[config.mk]
export PLATFORM = sky130hd
export DESIGN_NAME = crc16_frame_receiver
export DESIGN_NICKNAME = d
export VERILOG_FILES = /design/src/rtl/crcfr_pkg.sv /design/src/rtl/crcfr_out_skid.sv /design/src/rtl/crc16_frame_receiver.sv
export SDC_FILE = /design/constraint.sdc
export NUM_CORES = 1
export LEC_CHECK = 0
export BUFFER_PORTS_ARGS = -buffer_cell sky130_fd_sc_hd__buf_2
export CAP_MARGIN = 20
export CELL_PAD_IN_SITES_DETAIL_PLACEMENT = 1
export CELL_PAD_IN_SITES_GLOBAL_PLACEMENT = 1
export CORE_ASPECT_RATIO = 1.2
export CORE_MARGIN = 5
export CORE_UTILIZATION = 43
export DETAILED_ROUTE_END_ITERATION = 16
export PLACE_DENSITY_LB_ADDON = 0.1
export SYNTH_ARGS = -nofsm -noshare
export SYNTH_HDL_FRONTEND = slang
export SYNTH_HIERARCHICAL = 1
export SYNTH_SLANG_ARGS = --single-unit
[constraint.sdc]
create_clock -name i_clk -period 4.8 [get_ports i_clk]
set_input_delay 0.72 -clock i_clk [delete_from_list [all_inputs] [get_ports i_clk]]
set_output_delay 0.72 -clock i_clk [all_outputs]
set_load 0.05 [all_outputs]
[src/rtl/crcfr_pkg.sv]
// Package: shared types, codes and the CRC-16 byte fold for the frame receiver.
package crcfr_pkg;

    typedef enum logic [1:0] {
        PHASE_HUNT   = 2'd0,
        PHASE_LEN_HI = 2'd1,
        PHASE_LEN_LO = 2'd2,
        PHASE_BODY   = 2'd3
    } t_phase;

    typedef enum logic [1:0] {
        KIND_PAYLOAD = 2'd0,
        KIND_GOOD    = 2'd1,
        KIND_BAD     = 2'd2,
        KIND_REJECT  = 2'd3
    } t_kind;

    typedef enum logic [1:0] {
        CFG_SYNC_BYTE  = 2'd0,
        CFG_MAX_LENGTH = 2'd1
    } t_cfg_index;

    typedef struct packed {
        t_kind       kind;
        logic [7:0]  data_byte;
        logic [15:0] byte_index;
        logic [15:0] frame_length;
    } t_result;

    localparam logic [15:0] CRC_INIT        = 16'hFFFF;
    localparam logic [15:0] CRC_POLY        = 16'hA001;
    localparam logic [15:0] START_RESET     = 16'h0000;
    localparam logic [15:0] MAX_LEN_RESET   = 16'hFFFF;
    localparam logic [15:0] MIN_BODY_LENGTH = 16'd2;

    // Reflected CRC-16, one byte folded in, LSB first.
    function automatic logic [15:0] crc16_fold(input logic [15:0] crc_in,
                                               input logic [7:0]  data_in);
        logic [15:0] crc;
        crc = crc_in ^ {8'h00, data_in};
        for (int bit_i = 0; bit_i < 8; bit_i++) begin
            if (crc[0]) begin
                crc = (crc >> 1) ^ CRC_POLY;
            end else begin
                crc = crc >> 1;
            end
        end
        return crc;
    endfunction

endpackage

[src/rtl/crcfr_out_skid.sv]
// Output register with one skid entry for the frame receiver result channel.
module crcfr_out_skid (
    input  logic              i_clk,
    input  logic              i_rst_n,
    input  logic              i_valid,
    input  crcfr_pkg::t_result i_data,
    output logic              o_full,
    output logic              o_valid,
    input  logic              i_stall,
    output crcfr_pkg::t_result o_data
);

    logic               r_out_valid;
    logic               r_skid_valid;
    crcfr_pkg::t_result r_out;
    crcfr_pkg::t_result r_skid;
    logic               n_out_valid;
    logic               n_skid_valid;
    logic               out_pop;

    assign out_pop = r_out_valid && !i_stall;

    always_comb begin
        n_out_valid  = r_out_valid;
        n_skid_valid = r_skid_valid;
        if (r_skid_valid) begin
            // upstream is held off while the skid entry is occupied
            if (out_pop) begin
                n_skid_valid = 1'b0;
            end
        end else if (!r_out_valid || out_pop) begin
            n_out_valid = i_valid;
        end else if (i_valid) begin
            n_skid_valid = 1'b1;
        end
    end

    always_ff @(posedge i_clk) begin
        if (!i_rst_n) begin
            r_out_valid  <= 1'b0;
            r_skid_valid <= 1'b0;
        end else begin
            r_out_valid  <= n_out_valid;
            r_skid_valid <= n_skid_valid;
        end
    end

    always_ff @(posedge i_clk) begin
        if (r_skid_valid) begin
            if (out_pop) begin
                r_out <= r_skid;
            end
        end else if (!r_out_valid || out_pop) begin
            if (i_valid) begin
                r_out <= i_data;
            end
        end else if (i_valid) begin
            r_skid <= i_data;
        end
    end

    assign o_full  = r_skid_valid;
    assign o_valid = r_out_valid;
    assign o_data  = r_out;

    a_skid_implies_out: assert property (@(posedge i_clk) disable iff (!i_rst_n)
        r_skid_valid |-> r_out_valid)
        else $error("skid entry held without output entry");

    a_no_push_when_full: assert property (@(posedge i_clk) disable iff (!i_rst_n)
        (r_skid_valid && i_stall) |=> r_skid_valid && $stable(r_skid))
        else $error("skid entry changed while stalled");

endmodule

[src/rtl/crc16_frame_receiver.sv]
// Top level: length-prefixed frame receiver with Modbus CRC-16 check.
//
//  channel   direction  handshake                 payload
//  --------  ---------  ------------------------  -----------------------------------------
//  in        sink       i_in_valid / o_in_stall   i_rx_byte
//  out       source     o_out_valid / i_out_stall o_kind, o_data_byte, o_byte_index,
//                                                 o_frame_length
//  cfg       sink       i_cfg_valid / o_cfg_ready i_cfg_index, i_cfg_data
//
// One byte per cycle while o_in_stall is low. A byte is parsed and CRC-folded in the
// cycle it is accepted; its result (if any) sits in the output register, or in the skid
// entry if the output is stalled, on the next cycle. The output register plus one skid
// entry decouple the sides; o_in_stall rises only while the skid entry is occupied,
// driven straight from a flop. Reset (synchronous, active low) returns to hunting and
// loads register defaults: start byte 0x00, max length 0xFFFF. Config writes always complete.
module crc16_frame_receiver (
    input  logic        i_clk,
    input  logic        i_rst_n,
    // received bytes
    input  logic        i_in_valid,
    output logic        o_in_stall,
    input  logic [7:0]  i_rx_byte,
    // results
    output logic        o_out_valid,
    input  logic        i_out_stall,
    output logic [1:0]  o_kind,
    output logic [7:0]  o_data_byte,
    output logic [15:0] o_byte_index,
    output logic [15:0] o_frame_length,
    // register writes
    input  logic        i_cfg_valid,
    output logic        o_cfg_ready,
    input  logic [1:0]  i_cfg_index,
    input  logic [15:0] i_cfg_data
);

    // configuration
    logic [7:0]  r_sync_byte;
    logic [15:0] r_max_length;

    // parser state
    crcfr_pkg::t_phase r_phase;
    crcfr_pkg::t_phase n_phase;
    logic [7:0]  r_length_high;
    logic [7:0]  n_length_high;
    logic [15:0] r_body_length;
    logic [15:0] n_body_length;
    logic [15:0] r_body_count;
    logic [15:0] n_body_count;
    logic [15:0] r_crc;
    logic [15:0] n_crc;

    logic               in_accept;
    logic               res_valid;
    crcfr_pkg::t_result res;
    crcfr_pkg::t_result out_res;
    logic               skid_full;
    logic [15:0]        header_length;
    logic [15:0]        crc_next;

    assign in_accept     = i_in_valid && !o_in_stall;
    assign header_length = {r_length_high, i_rx_byte};
    assign crc_next      = crcfr_pkg::crc16_fold(r_crc, i_rx_byte);
    assign o_cfg_ready   = 1'b1;

    // register file: unknown indexes fall through
    always_ff @(posedge i_clk) begin
        if (!i_rst_n) begin
            r_sync_byte  <= crcfr_pkg::START_RESET[7:0];
            r_max_length <= crcfr_pkg::MAX_LEN_RESET;
        end else if (i_cfg_valid && o_cfg_ready) begin
            case (i_cfg_index)
                crcfr_pkg::CFG_SYNC_BYTE:  r_sync_byte  <= i_cfg_data[7:0];
                crcfr_pkg::CFG_MAX_LENGTH: r_max_length <= i_cfg_data;
                default: ;
            endcase
        end
    end

    // parser next state and result
    always_comb begin
        n_phase       = r_phase;
        n_length_high = r_length_high;
        n_body_length = r_body_length;
        n_body_count  = r_body_count;
        n_crc         = r_crc;
        res_valid     = 1'b0;
        res           = '0;
        if (in_accept) begin
            unique case (r_phase)
                crcfr_pkg::PHASE_HUNT: begin
                    if (i_rx_byte == r_sync_byte) begin
                        n_phase = crcfr_pkg::PHASE_LEN_HI;
                    end
                end
                crcfr_pkg::PHASE_LEN_HI: begin
                    n_length_high = i_rx_byte;
                    n_phase       = crcfr_pkg::PHASE_LEN_LO;
                end
                crcfr_pkg::PHASE_LEN_LO: begin
                    n_body_length = header_length;
                    n_body_count  = '0;
                    n_crc         = crcfr_pkg::CRC_INIT;
                    if (header_length < crcfr_pkg::MIN_BODY_LENGTH ||
                        header_length > r_max_length) begin
                        n_phase          = crcfr_pkg::PHASE_HUNT;
                        res_valid        = 1'b1;
                        res.kind         = crcfr_pkg::KIND_REJECT;
                        res.frame_length = header_length;
                    end else begin
                        n_phase = crcfr_pkg::PHASE_BODY;
                    end
                end
                crcfr_pkg::PHASE_BODY: begin
                    n_crc        = crc_next;
                    n_body_count = r_body_count + 16'd1;
                    if (r_body_count < r_body_length - crcfr_pkg::MIN_BODY_LENGTH) begin
                        res_valid        = 1'b1;
                        res.kind         = crcfr_pkg::KIND_PAYLOAD;
                        res.data_byte    = i_rx_byte;
                        res.byte_index   = r_body_count;
                        res.frame_length = r_body_length;
                    end else if ({1'b0, r_body_count} + 17'd1 >= {1'b0, r_body_length}) begin
                        // last CRC byte: zero residue means a clean frame
                        n_phase          = crcfr_pkg::PHASE_HUNT;
                        res_valid        = 1'b1;
                        res.kind         = (crc_next == 16'h0000) ? crcfr_pkg::KIND_GOOD
                                                                  : crcfr_pkg::KIND_BAD;
                        res.frame_length = r_body_length;
                    end
                end
                default: n_phase = crcfr_pkg::PHASE_HUNT;
            endcase
        end
    end

    always_ff @(posedge i_clk) begin
        if (!i_rst_n) begin
            r_phase       <= crcfr_pkg::PHASE_HUNT;
            r_length_high <= '0;
            r_body_length <= '0;
            r_body_count  <= '0;
            r_crc         <= crcfr_pkg::CRC_INIT;
        end else begin
            r_phase       <= n_phase;
            r_length_high <= n_length_high;
            r_body_length <= n_body_length;
            r_body_count  <= n_body_count;
            r_crc         <= n_crc;
        end
    end

    crcfr_out_skid u_out_skid (
        .i_clk   (i_clk),
        .i_rst_n (i_rst_n),
        .i_valid (res_valid),
        .i_data  (res),
        .o_full  (skid_full),
        .o_valid (o_out_valid),
        .i_stall (i_out_stall),
        .o_data  (out_res)
    );

    assign o_in_stall     = skid_full;
    assign o_kind         = out_res.kind;
    assign o_data_byte    = out_res.data_byte;
    assign o_byte_index   = out_res.byte_index;
    assign o_frame_length = out_res.frame_length;

    a_body_length_sane: assert property (@(posedge i_clk) disable iff (!i_rst_n)
        (r_phase == crcfr_pkg::PHASE_BODY) |->
            (r_body_length >= crcfr_pkg::MIN_BODY_LENGTH &&
             r_body_length <= r_max_length || $past(i_cfg_valid) || i_cfg_valid ||
             r_body_length >= crcfr_pkg::MIN_BODY_LENGTH))
        else $error("body phase entered with short length");

    a_payload_index_range: assert property (@(posedge i_clk) disable iff (!i_rst_n)
        (o_out_valid && o_kind == crcfr_pkg::KIND_PAYLOAD) |->
            ({1'b0, o_byte_index} + 17'd2 < {1'b0, o_frame_length}))
        else $error("payload index past payload end");

    a_status_data_zero: assert property (@(posedge i_clk) disable iff (!i_rst_n)
        (o_out_valid && o_kind != crcfr_pkg::KIND_PAYLOAD) |->
            (o_data_byte == 8'h00 && o_byte_index == 16'h0000))
        else $error("status result carries payload fields");

    a_count_in_body: assert property (@(posedge i_clk) disable iff (!i_rst_n)
        (r_phase == crcfr_pkg::PHASE_BODY) |-> (r_body_count < r_body_length))
        else $error("body count ran past body length");

endmodule

==> impl_metrics.toml, run 1 <==
[final_layout]
final_nets = 972
layout-drive-gt1-share_pct = 19.49
antenna_cells = 0
syn_to_final_growth_pct = 12.49
final_util_pct = 49.33

[global_route]
antenna_found_initial = 0
grt_pass1_wl_microns = 38590
grt_overflow_total = 0
grt_max_degree = 48
grt_util_all_layers_pct = 20.54
first_global_vias = 7016

[clock_tree]
post-cts-setup-buffers = 0
clock_latency_ns = 0.43
cts_resized = 0
cts.sinks = 168
cts_tree = "yes"
clock_path_buffers = 2
cts_root_buf = "clkbuf_16"
hold_buffers = 0
clkTransAtPathRegs_ns = 0.07
cts_buffers = 17
cts-htree-levels = 4

[worst_setup_path]
r2r_slack_ns = 0.54
cp.depth = 14
cp-start-kind = "flip-flop"
arrival_ns = 4.38
cp-endpoint = "u_out_skid/o_data[22]"
max_stage_delay_ns = 0.57
startpoint = "r_body_length[3]"
critPathMaxFanout = 29
cp.required_ns = 4.93
r2r_end = "u_out_skid/o_data[22]"
timing.rr.start = "r_body_length[3]"
criticalPathCategory = "reg -> reg"
end_kind = "flip-flop"
cpMostUsedCell = "nand2_1"
cpLargestDelayFamily = "simple AND/OR/NAND/NOR gates"
worst_path_max_delay_cell = "nor4_1"
crit_chain = "nor4_1 -> and2_1 -> nand2_1 -> nor2_1 -> xnor2_1 -> ha_1 -> and4_1 -> a21oi_1 -> nand2_1 -> a21oi_4 -> or2_2 -> nand2b_1 -> a21boi_4 -> buf_12"
reg2regPathDepth = 14
critPathBufInv = 1

[drt]
drtAntennaViolNets = 0
drc = 0
wl_microns = 24000
drtIter0Drc = 257
via_count = 6544
firstDrtPassIters = 4
wl_per_cell_microns = 20.55
avgViaCountPerCell = 5.603

[job]
drv_cap = 0

[sta]
period_needed_ns = 4.255
rsz0062_at_grt = "false"
drv_slew = 0
skew_ns = 0.01174
whs_ns = 0.4999
final.period_utilization_pct = 88.65
worst-slew-pin-transition_ns = 1.039
relSlewSlack_pct = 30.72
final-hold-violation-count = 0
timing.fmax_mhz = 235.0
setup_viol = 0
tns_ns = 0

[pwr]
power.density_mw_per_mm2 = 301.1
power.leakage_nw = 4.085
peakVddDrop_mv = 0.2403
p_total_mw = 3.030

[floorplan]
die_area_sq_mm = 0.02380
die_w_microns = 141.7
ios = 76
rows = 57
core_sq_mm = 0.02040
start_util_pct = 43.85
die_h_microns = 168.0

[synth]
synth_edf_count = 84
synthCells = 834
yosys_warnings = 6
async_reset_ff_share_pct = 0
seq_area_frac_synth_pct = 47.00
netlist_area_sq_mm = 0.008945
yosysUniqueCellTypes = 66
syn-num-nets = 916
syn_area_per_cell_sq_um = 10.73
ys_ff_latch = 168
ys.flop_type = "edfxtp_1"

[placement]
port_buffers = 74
place_congestion = 0.8947
hpwl_microns = 17840

[min_path]
hp-class = "reg -> reg"

[run_status]
outcome = "finished, final reports clean"
flip-flops by register name, indices dropped and copies added (netlist names), 8 cells and up:
register	flops
r_body_length	16
r_body_count	16
r_crc	16
u_out_skid/r_skid	42
r_max_length	16
r_sync_byte	8
u_out_skid/o_data	42
r_length_high	8
final cells by class:
| cell class | instances | area, sq um |
|---|---|---|
| Sequential cell | 168 | 4205 |
| Clock buffer | 17 | 425.4 |
| Timing Repair Buffer | 87 | 493.0 |
| Inverter | 37 | 138.9 |
| Tap cell | 265 | 331.6 |
| Multi-Input combinational cell | 579 | 4295 |
| Fill cell | 2269 | 10330 |
| Clock inverter | 15 | 172.7 |
cells in the mapped netlist (all sizes together) (7+ instances only):
library cell  number  share of area [%]
and2              28                2.0
o21ai             25                1.4
nor2b             22                1.5
nor4              10               0.77
clkbuf            22               0.94
mux2i              8               0.90
a22o              16                1.6
xor2              11                1.1
mux2              42                6.8
dfxtp             84                 19
xnor2             43                4.4
buf               28                2.7
nand3             16                1.0
nor3              21                1.3
ha                51                7.1
nor2              25                1.0
nand4             13               0.91
a211oi             7               0.59
inv               37                1.6
o211ai            18                1.5
a21oi             22                1.4
o22ai             10               0.70
a21boi            29                2.4
nand2            104                4.4
edfxtp            84                 28
worst reg2reg max path, cell delays in order (launching register included):
cell and delay [ns]:
dfxtp_1 0.38, nor4_1 0.57, and2_1 0.30, nand2_1 0.09, nor2_1 0.19, xnor2_1 0.15, ha_1 0.26, and4_1 0.22
a21oi_1 0.23, nand2_1 0.28, a21oi_4 0.24, or2_2 0.15, nand2b_1 0.15, a21boi_4 0.48, buf_12 0.26
stage by stage:
stage	setup WS [ns]	std cells	cell area [sq um]
after floorplan	0.4136	834	8951
after global placement	0.8046	1136	9464
after detailed placement	0.6145	1136	9464
after CTS	0.5364	1168	10060
after global routing	0.08680	1168	10060
final	0.5447	1168	10060
worst min path at each step:
stage / startpoint / end / slack [ns] / cells past startpoint
after floorplan: r_body_length[7] / r_body_length[7] / 0.46 / 2
after global placement: r_body_length[7] / r_body_length[7] / 0.47 / 2
after detailed placement: r_body_length[7] / r_body_length[7] / 0.49 / 2
after CTS: i_cfg_data[8] / r_max_length[8] / 0.50 / 3
after global routing: i_cfg_data[8] / r_max_length[8] / 0.52 / 3
final: r_body_length[7] / r_body_length[7] / 0.50 / 2
power by group:
part / switching, mW / internal [mW]
clock: 0.681 / 0.708
sequential: 0.00536 / 1.50
combinational: 0.0824 / 0.0535
logic make-up (layout without fill, tap and decap cells):
kind of cell,count (synthesis),after routing,synth area share (%)
adder cells (fa/ha/maj),51,51,7.134
AND/OR/NAND/NOR,266,266,15.20
flip-flops,168,168,47.00
multiplexers,50,50,7.735
AO/OA/AOI/OAI,157,157,12.24
buffers and inverters,87,156,5.189
other,1,1,0.04192
XOR/XNOR,54,54,5.455
per-layer routing:
layer	track usage, %	routed length [microns]	up-vias
met1	26.82	10740	3272
met3	2.865	842	33
met2	35.12	11900	140
met4	6.594	517	0
li1	-	-	3099
met5	0	0	-
layout by cell type, fill, tap and decap left out, drive strengths merged, types with 2 or more instances in the layout:
cell type and instances:
buf 87, o21a 5, nand4b 2, clkinv 6, nor2b 22, a21oi 22, o22ai 10, nand4 13
nor4 10, nand3b 4, nand2 104, nor2 25, a21boi 29, a41oi 3, dfxtp 84, a22o 16
edfxtp 84, nor3b 2, and4 5, and2 28, inv 46, a21o 4, o21bai 4, o21ai 25
xnor2 43, nor3 21, a211oi 7, o211ai 18, a31oi 3, nand3 16, and3 5, ha 51
a41o 2, nand2b 3, a22oi 3, or2 2, clkbuf 17, mux2i 8, xor2 11, mux2 42
(Power assumes the default switching activity.)
==> inputs of run 2 (changes only) <==
- CELL_PAD_IN_SITES_DETAIL_PLACEMENT: 1 -> unset
- CELL_PAD_IN_SITES_GLOBAL_PLACEMENT: 1 -> unset
- CORE_UTILIZATION: 43 -> 45
- CTS_CLUSTER_DIAMETER: unset -> 120
- PLACE_DENSITY: unset -> 0.65
- PLACE_DENSITY_LB_ADDON: 0.1 -> unset
==> run 2 against run 1 <==
Net effect:
- hold slack got worse by 0.0021 ns
- non-clock buffer count stayed put
- critical path type unchanged
- critical endpoint is now u_out_skid/r_skid[19]
- critical path depth is 1 higher
- combinational power down 4%
- largest cell class unchanged
==> impl_metrics.toml, run 2 (synthesis gave the netlist of run 1 again) <==
[clock_tree]
clock_path_buffers = 2
cts_resized = 0
cts_buffers = 17
post-cts-setup-buffers = 0
cts.sinks = 168
cts_root_buf = "clkbuf_16"
cts_tree = "yes"
hold_buffers = 0
clkTransAtPathRegs_ns = 0.07
clock_latency_ns = 0.44
cts-htree-levels = 4

[worst_setup_path]
critPathMaxFanout = 33
cp-start-kind = "flip-flop"
criticalPathCategory = "reg -> reg"
end_kind = "flip-flop"
arrival_ns = 4.37
r2r_slack_ns = 0.56
cp.required_ns = 4.93

[sta]
whs_ns = 0.4978
setup_viol = 0
worst-slew-pin-transition_ns = 1.011
skew_ns = 0.01169
final.period_utilization_pct = 88.39
drv_slew = 0
tns_ns = 0
relSlewSlack_pct = 32.58
timing.fmax_mhz = 235.7
final-hold-violation-count = 0
rsz0062_at_grt = "false"
period_needed_ns = 4.243

[pwr]
power.leakage_nw = 4.087
power.density_mw_per_mm2 = 300.6
peakVddDrop_mv = 0.2347

[drt]
drc = 0
via_count = 6267
avgViaCountPerCell = 5.384
firstDrtPassIters = 5
drtIter0Drc = 356
wl_microns = 20380
wl_per_cell_microns = 17.51
drtAntennaViolNets = 0

[final_layout]
final_common_cell = "nand2_1"
layout-drive-gt1-share_pct = 19.49
final_cell_mix = "nand2_1 (104), edfxtp_1 (84), dfxtp_1 (83)"
fillers = 1754
antenna_cells = 0
final_nets = 972
syn_to_final_growth_pct = 12.55

[global_route]
grt_max_degree = 66
antenna_found_initial = 0
grt_pass1_wl_microns = 32800
grt_overflow_total = 0
first_global_vias = 6146
grt_util_all_layers_pct = 18.23

[floorplan]
die_w_microns = 138.7
die_h_microns = 164.4
rows = 56
start_util_pct = 45.76
ios = 76
die_area_sq_mm = 0.02281
core_sq_mm = 0.01955

[min_path]
hp-class = "reg -> reg"

[placement]
hpwl_microns = 14770
place_congestion = 0.9639
port_buffers = 74

[run_status]
outcome = "finished, final reports clean"

[job]
drv_cap = 0
-- run 2: cell types whose count changed in the layout (fill, tap and decap cells not counted) --
| cell | delta |
|---|---|
| clkinv_4 | +3 |
| bufinv_16 | +1 |
| inv_8 | -3 |
| inv_12 | -1 |
| clkinv_2 | -1 |
| inv_6 | +1 |
-- run 2: cell type report --
class	count	area [sq um]	area share, %
multi-input combinational	579	4295	42.67
clock buffer	17	425.4	4.226
clock inverter	15	182.7	1.815
timing repair buffer	87	493.0	4.897
tap	261	326.6	3.244
sequential	168	4205	41.77
inverter	37	138.9	1.380
-- run 2: power breakdown --
part,total (mW),switching (mW),internal [mW]
combinational,0.130,0.0767,0.0533
sequential,1.50,0.00456,1.50
clock,1.39,0.645,0.746
-- run 2: metal layers --
metal / GRT usage, % / vias up / share of wire (%)
met5: 0 / - / 0
met4: 7.473 / 0 / 2.5
met3: 3.562 / 32 / 4.8
met2: 30.44 / 170 / 47
met1: 23.43 / 2966 / 46
li1: - / 3099 / -
-- run 2: worst paths after layout --
| kind | cells after the start | startpoint | end |
|---|---|---|---|
| setup / recovery | 15 | r_body_count[2] | u_out_skid/r_skid[19] |
| hold / removal | 2 | r_body_length[7] | r_body_length[7] |
| setup reg to reg | 15 | r_body_count[2] | u_out_skid/r_skid[19] |
| hold reg to reg | 2 | r_body_length[7] | r_body_length[7] |
-- run 2: worst max-delay path, cell delays in order (launching register included) --
cell	delay, ns
dfxtp_1	0.48
nand3_2	0.20
nor3_2	0.36
and4_1	0.30
nand4_1	0.18
xnor2_1	0.18
ha_1	0.30
o21a_1	0.13
o21a_1	0.13
o311ai_1	0.11
and4_4	0.24
a21oi_4	0.39
or2_2	0.21
nand2b_1	0.15
nor2_4	0.31
buf_12	0.25
-- run 2: stage by stage --
step	setup slack [ns]	area, sq um	util (%)	std cells	total power [mW]
final	0.5574	10070	51.50	1164	3.026
after floorplan	0.4136	8951	-	834	1.630
after detailed placement	0.6026	9459	48.39	1132	1.667
after CTS	0.5976	10070	51.50	1164	3.054
after global placement	0.7062	9459	48.39	1132	1.666
after global routing	0.2444	10070	51.50	1164	3.136
==> inputs of run 3 (changes only) <==
- PLACE_DENSITY: 0.65 -> unset
- clock period: 4.8 -> 4.5 ns (I/O delays scaled with it)
==> run 3 against run 2 <==
Net effect:
- worst setup slack worse by 0.049 ns
- core utilization is 0.24 points lower
- critical path depth stayed put
- clock skew is 0.0031 ns lower
- clock power hardly changed
- clock-buffer cell count is 1 higher
- sequential power is 7% higher
- global-route usage hardly changed
- critical endpoint is now u_out_skid/o_data[12]
- largest cell class unchanged
==> impl_metrics.toml, run 3 (synthesis gave the netlist of run 1 again) <==
[final_layout]
final_cell_mix = "nand2_1 (104), edfxtp_1 (84), dfxtp_1 (83)"
final_nets = 973
layout-drive-gt1-share_pct = 19.36
fillers = 1780
final_common_cell = "nand2_1"
multi_input_area_sq_mm = 0.004295
antenna_cells = 0
syn_to_final_growth_pct = 12.03
regArea_sq_mm = 0.004205

[floorplan]
die_area_sq_mm = 0.02281
die_h_microns = 164.4
start_util_pct = 45.76
ios = 76
die_w_microns = 138.7
rows = 56
core_sq_mm = 0.01955

[pwr]
net-switching-power_uw = 711.0
p_int_mw = 2.420
power.density_mw_per_mm2 = 312.4
seqPwrFrac_pct = 51.3
clkPwrFrac_pct = 44.3
power.leakage_nw = 4.047
peakVddDrop_mv = 0.2309
swShare_pct = 22.71
combinationalPowerShare_pct = 4.4

[run_status]
outcome = "finished, final reports clean"

[sta]
tns_ns = 0
drv_slew = 0
final-hold-violation-count = 0
final.period_utilization_pct = 88.70
worst-slew-pin-transition_ns = 1.011
period_needed_ns = 3.991
rsz0062_at_grt = "false"
setup_viol = 0
skew_ns = 0.008616
timing.fmax_mhz = 250.5
relSlewSlack_pct = 32.60
whs_ns = 0.4655

[clock_tree]
cts_resized = 0
cts.sinks = 168
cts_buffers = 17
post-cts-setup-buffers = 0
cts_root_buf = "clkbuf_16"
clkTransAtPathRegs_ns = 0.07
clock_latency_ns = 0.43
clock_path_buffers = 2
hold_buffers = 0
cts_tree = "yes"
cts-htree-levels = 4

[min_path]
hp-class = "in -> reg"
holdCritStartpoint = "i_cfg_data[8]"

[drt]
firstDrtPassIters = 4
via_count = 6201
wl_microns = 20190
wl_per_cell_microns = 17.33
avgViaCountPerCell = 5.323
drc = 0
drtIter0Drc = 345
drtAntennaViolNets = 0

[worst_setup_path]
criticalPathCategory = "reg -> reg"
arrival_ns = 4.16
timing.rr.start = "r_body_count[2]"
critPathMaxFanout = 42
end_kind = "flip-flop"
cp-start-kind = "flip-flop"
cp.required_ns = 4.67
startpoint = "r_body_count[2]"

[global_route]
first_global_vias = 6179
antenna_found_initial = 0
grt_overflow_total = 0
grt_pass1_wl_microns = 32900
grt_max_degree = 53
grt_util_all_layers_pct = 18.22

[placement]
port_buffers = 74
place_congestion = 0.9041
hpwl_microns = 14540

[job]
drv_cap = 0
## run 3: path summary, 6_finish.rpt
check | end | slack, ns | cells after the start
worst min-delay path | r_max_length[8] | 0.47 | 3
worst min register to register | r_body_length[7] | 0.49 | 2
worst max-delay path | u_out_skid/o_data[12] | 0.51 | 15
worst max register to register | u_out_skid/o_data[12] | 0.51 | 15
## run 3: layer usage
layer | track usage [%] | wire, microns | up-vias
met3 | 3.620 | 838 | 32
met2 | 31.57 | 9983 | 123
met5 | 0 | 0 | -
li1 | - | - | 3114
met4 | 6.717 | 534 | 0
met1 | 22.74 | 8830 | 2932
## run 3: power groups by stage
stage	sequential, mW	combinational, mW	clock (mW)
global route	1.61	0.154	1.50
floorplan	1.64	0.101	0
CTS	1.61	0.141	1.42
global placement	1.64	0.140	0
detailed placement	1.64	0.140	0
finish	1.61	0.139	1.39
## run 3: per-stage QoR
step	power (mW)	instances	cell area, sq um	util (%)	setup WS, ns
2_1_floorplan	1.739	834	8951	-	0.1136
3_3_place_gp	1.780	1132	9459	48.39	0.6079
3_5_place_dp	1.779	1132	9459	48.39	0.5315
4_1_cts	3.170	1164	10010	51.22	0.5127
5_1_grt	3.259	1165	10020	51.26	0.2541
6_report	3.131	1165	10020	51.26	0.5087
## run 3: critical path: stages (launching register included)
cell and delay (ns):
dfxtp_1 0.54, nand3_2 0.21, nor3_2 0.34, and4_1 0.29, nand4_1 0.18, xnor2_1 0.18, ha_1 0.30, o21a_1 0.19
o21a_1 0.17, o311ai_1 0.09, and4_4 0.31, a21oi_4 0.06, or2_2 0.32, nand2b_1 0.22, a21boi_4 0.09, buf_12 0.19
## run 3: final cells by class
type,instances,area share [%]
sequential,168,41.97
clock buffer,18,4.283
timing repair buffer,88,4.994
multi-input combinational,579,42.86
tap,261,3.259
clock inverter,14,1.249
inverter,37,1.386
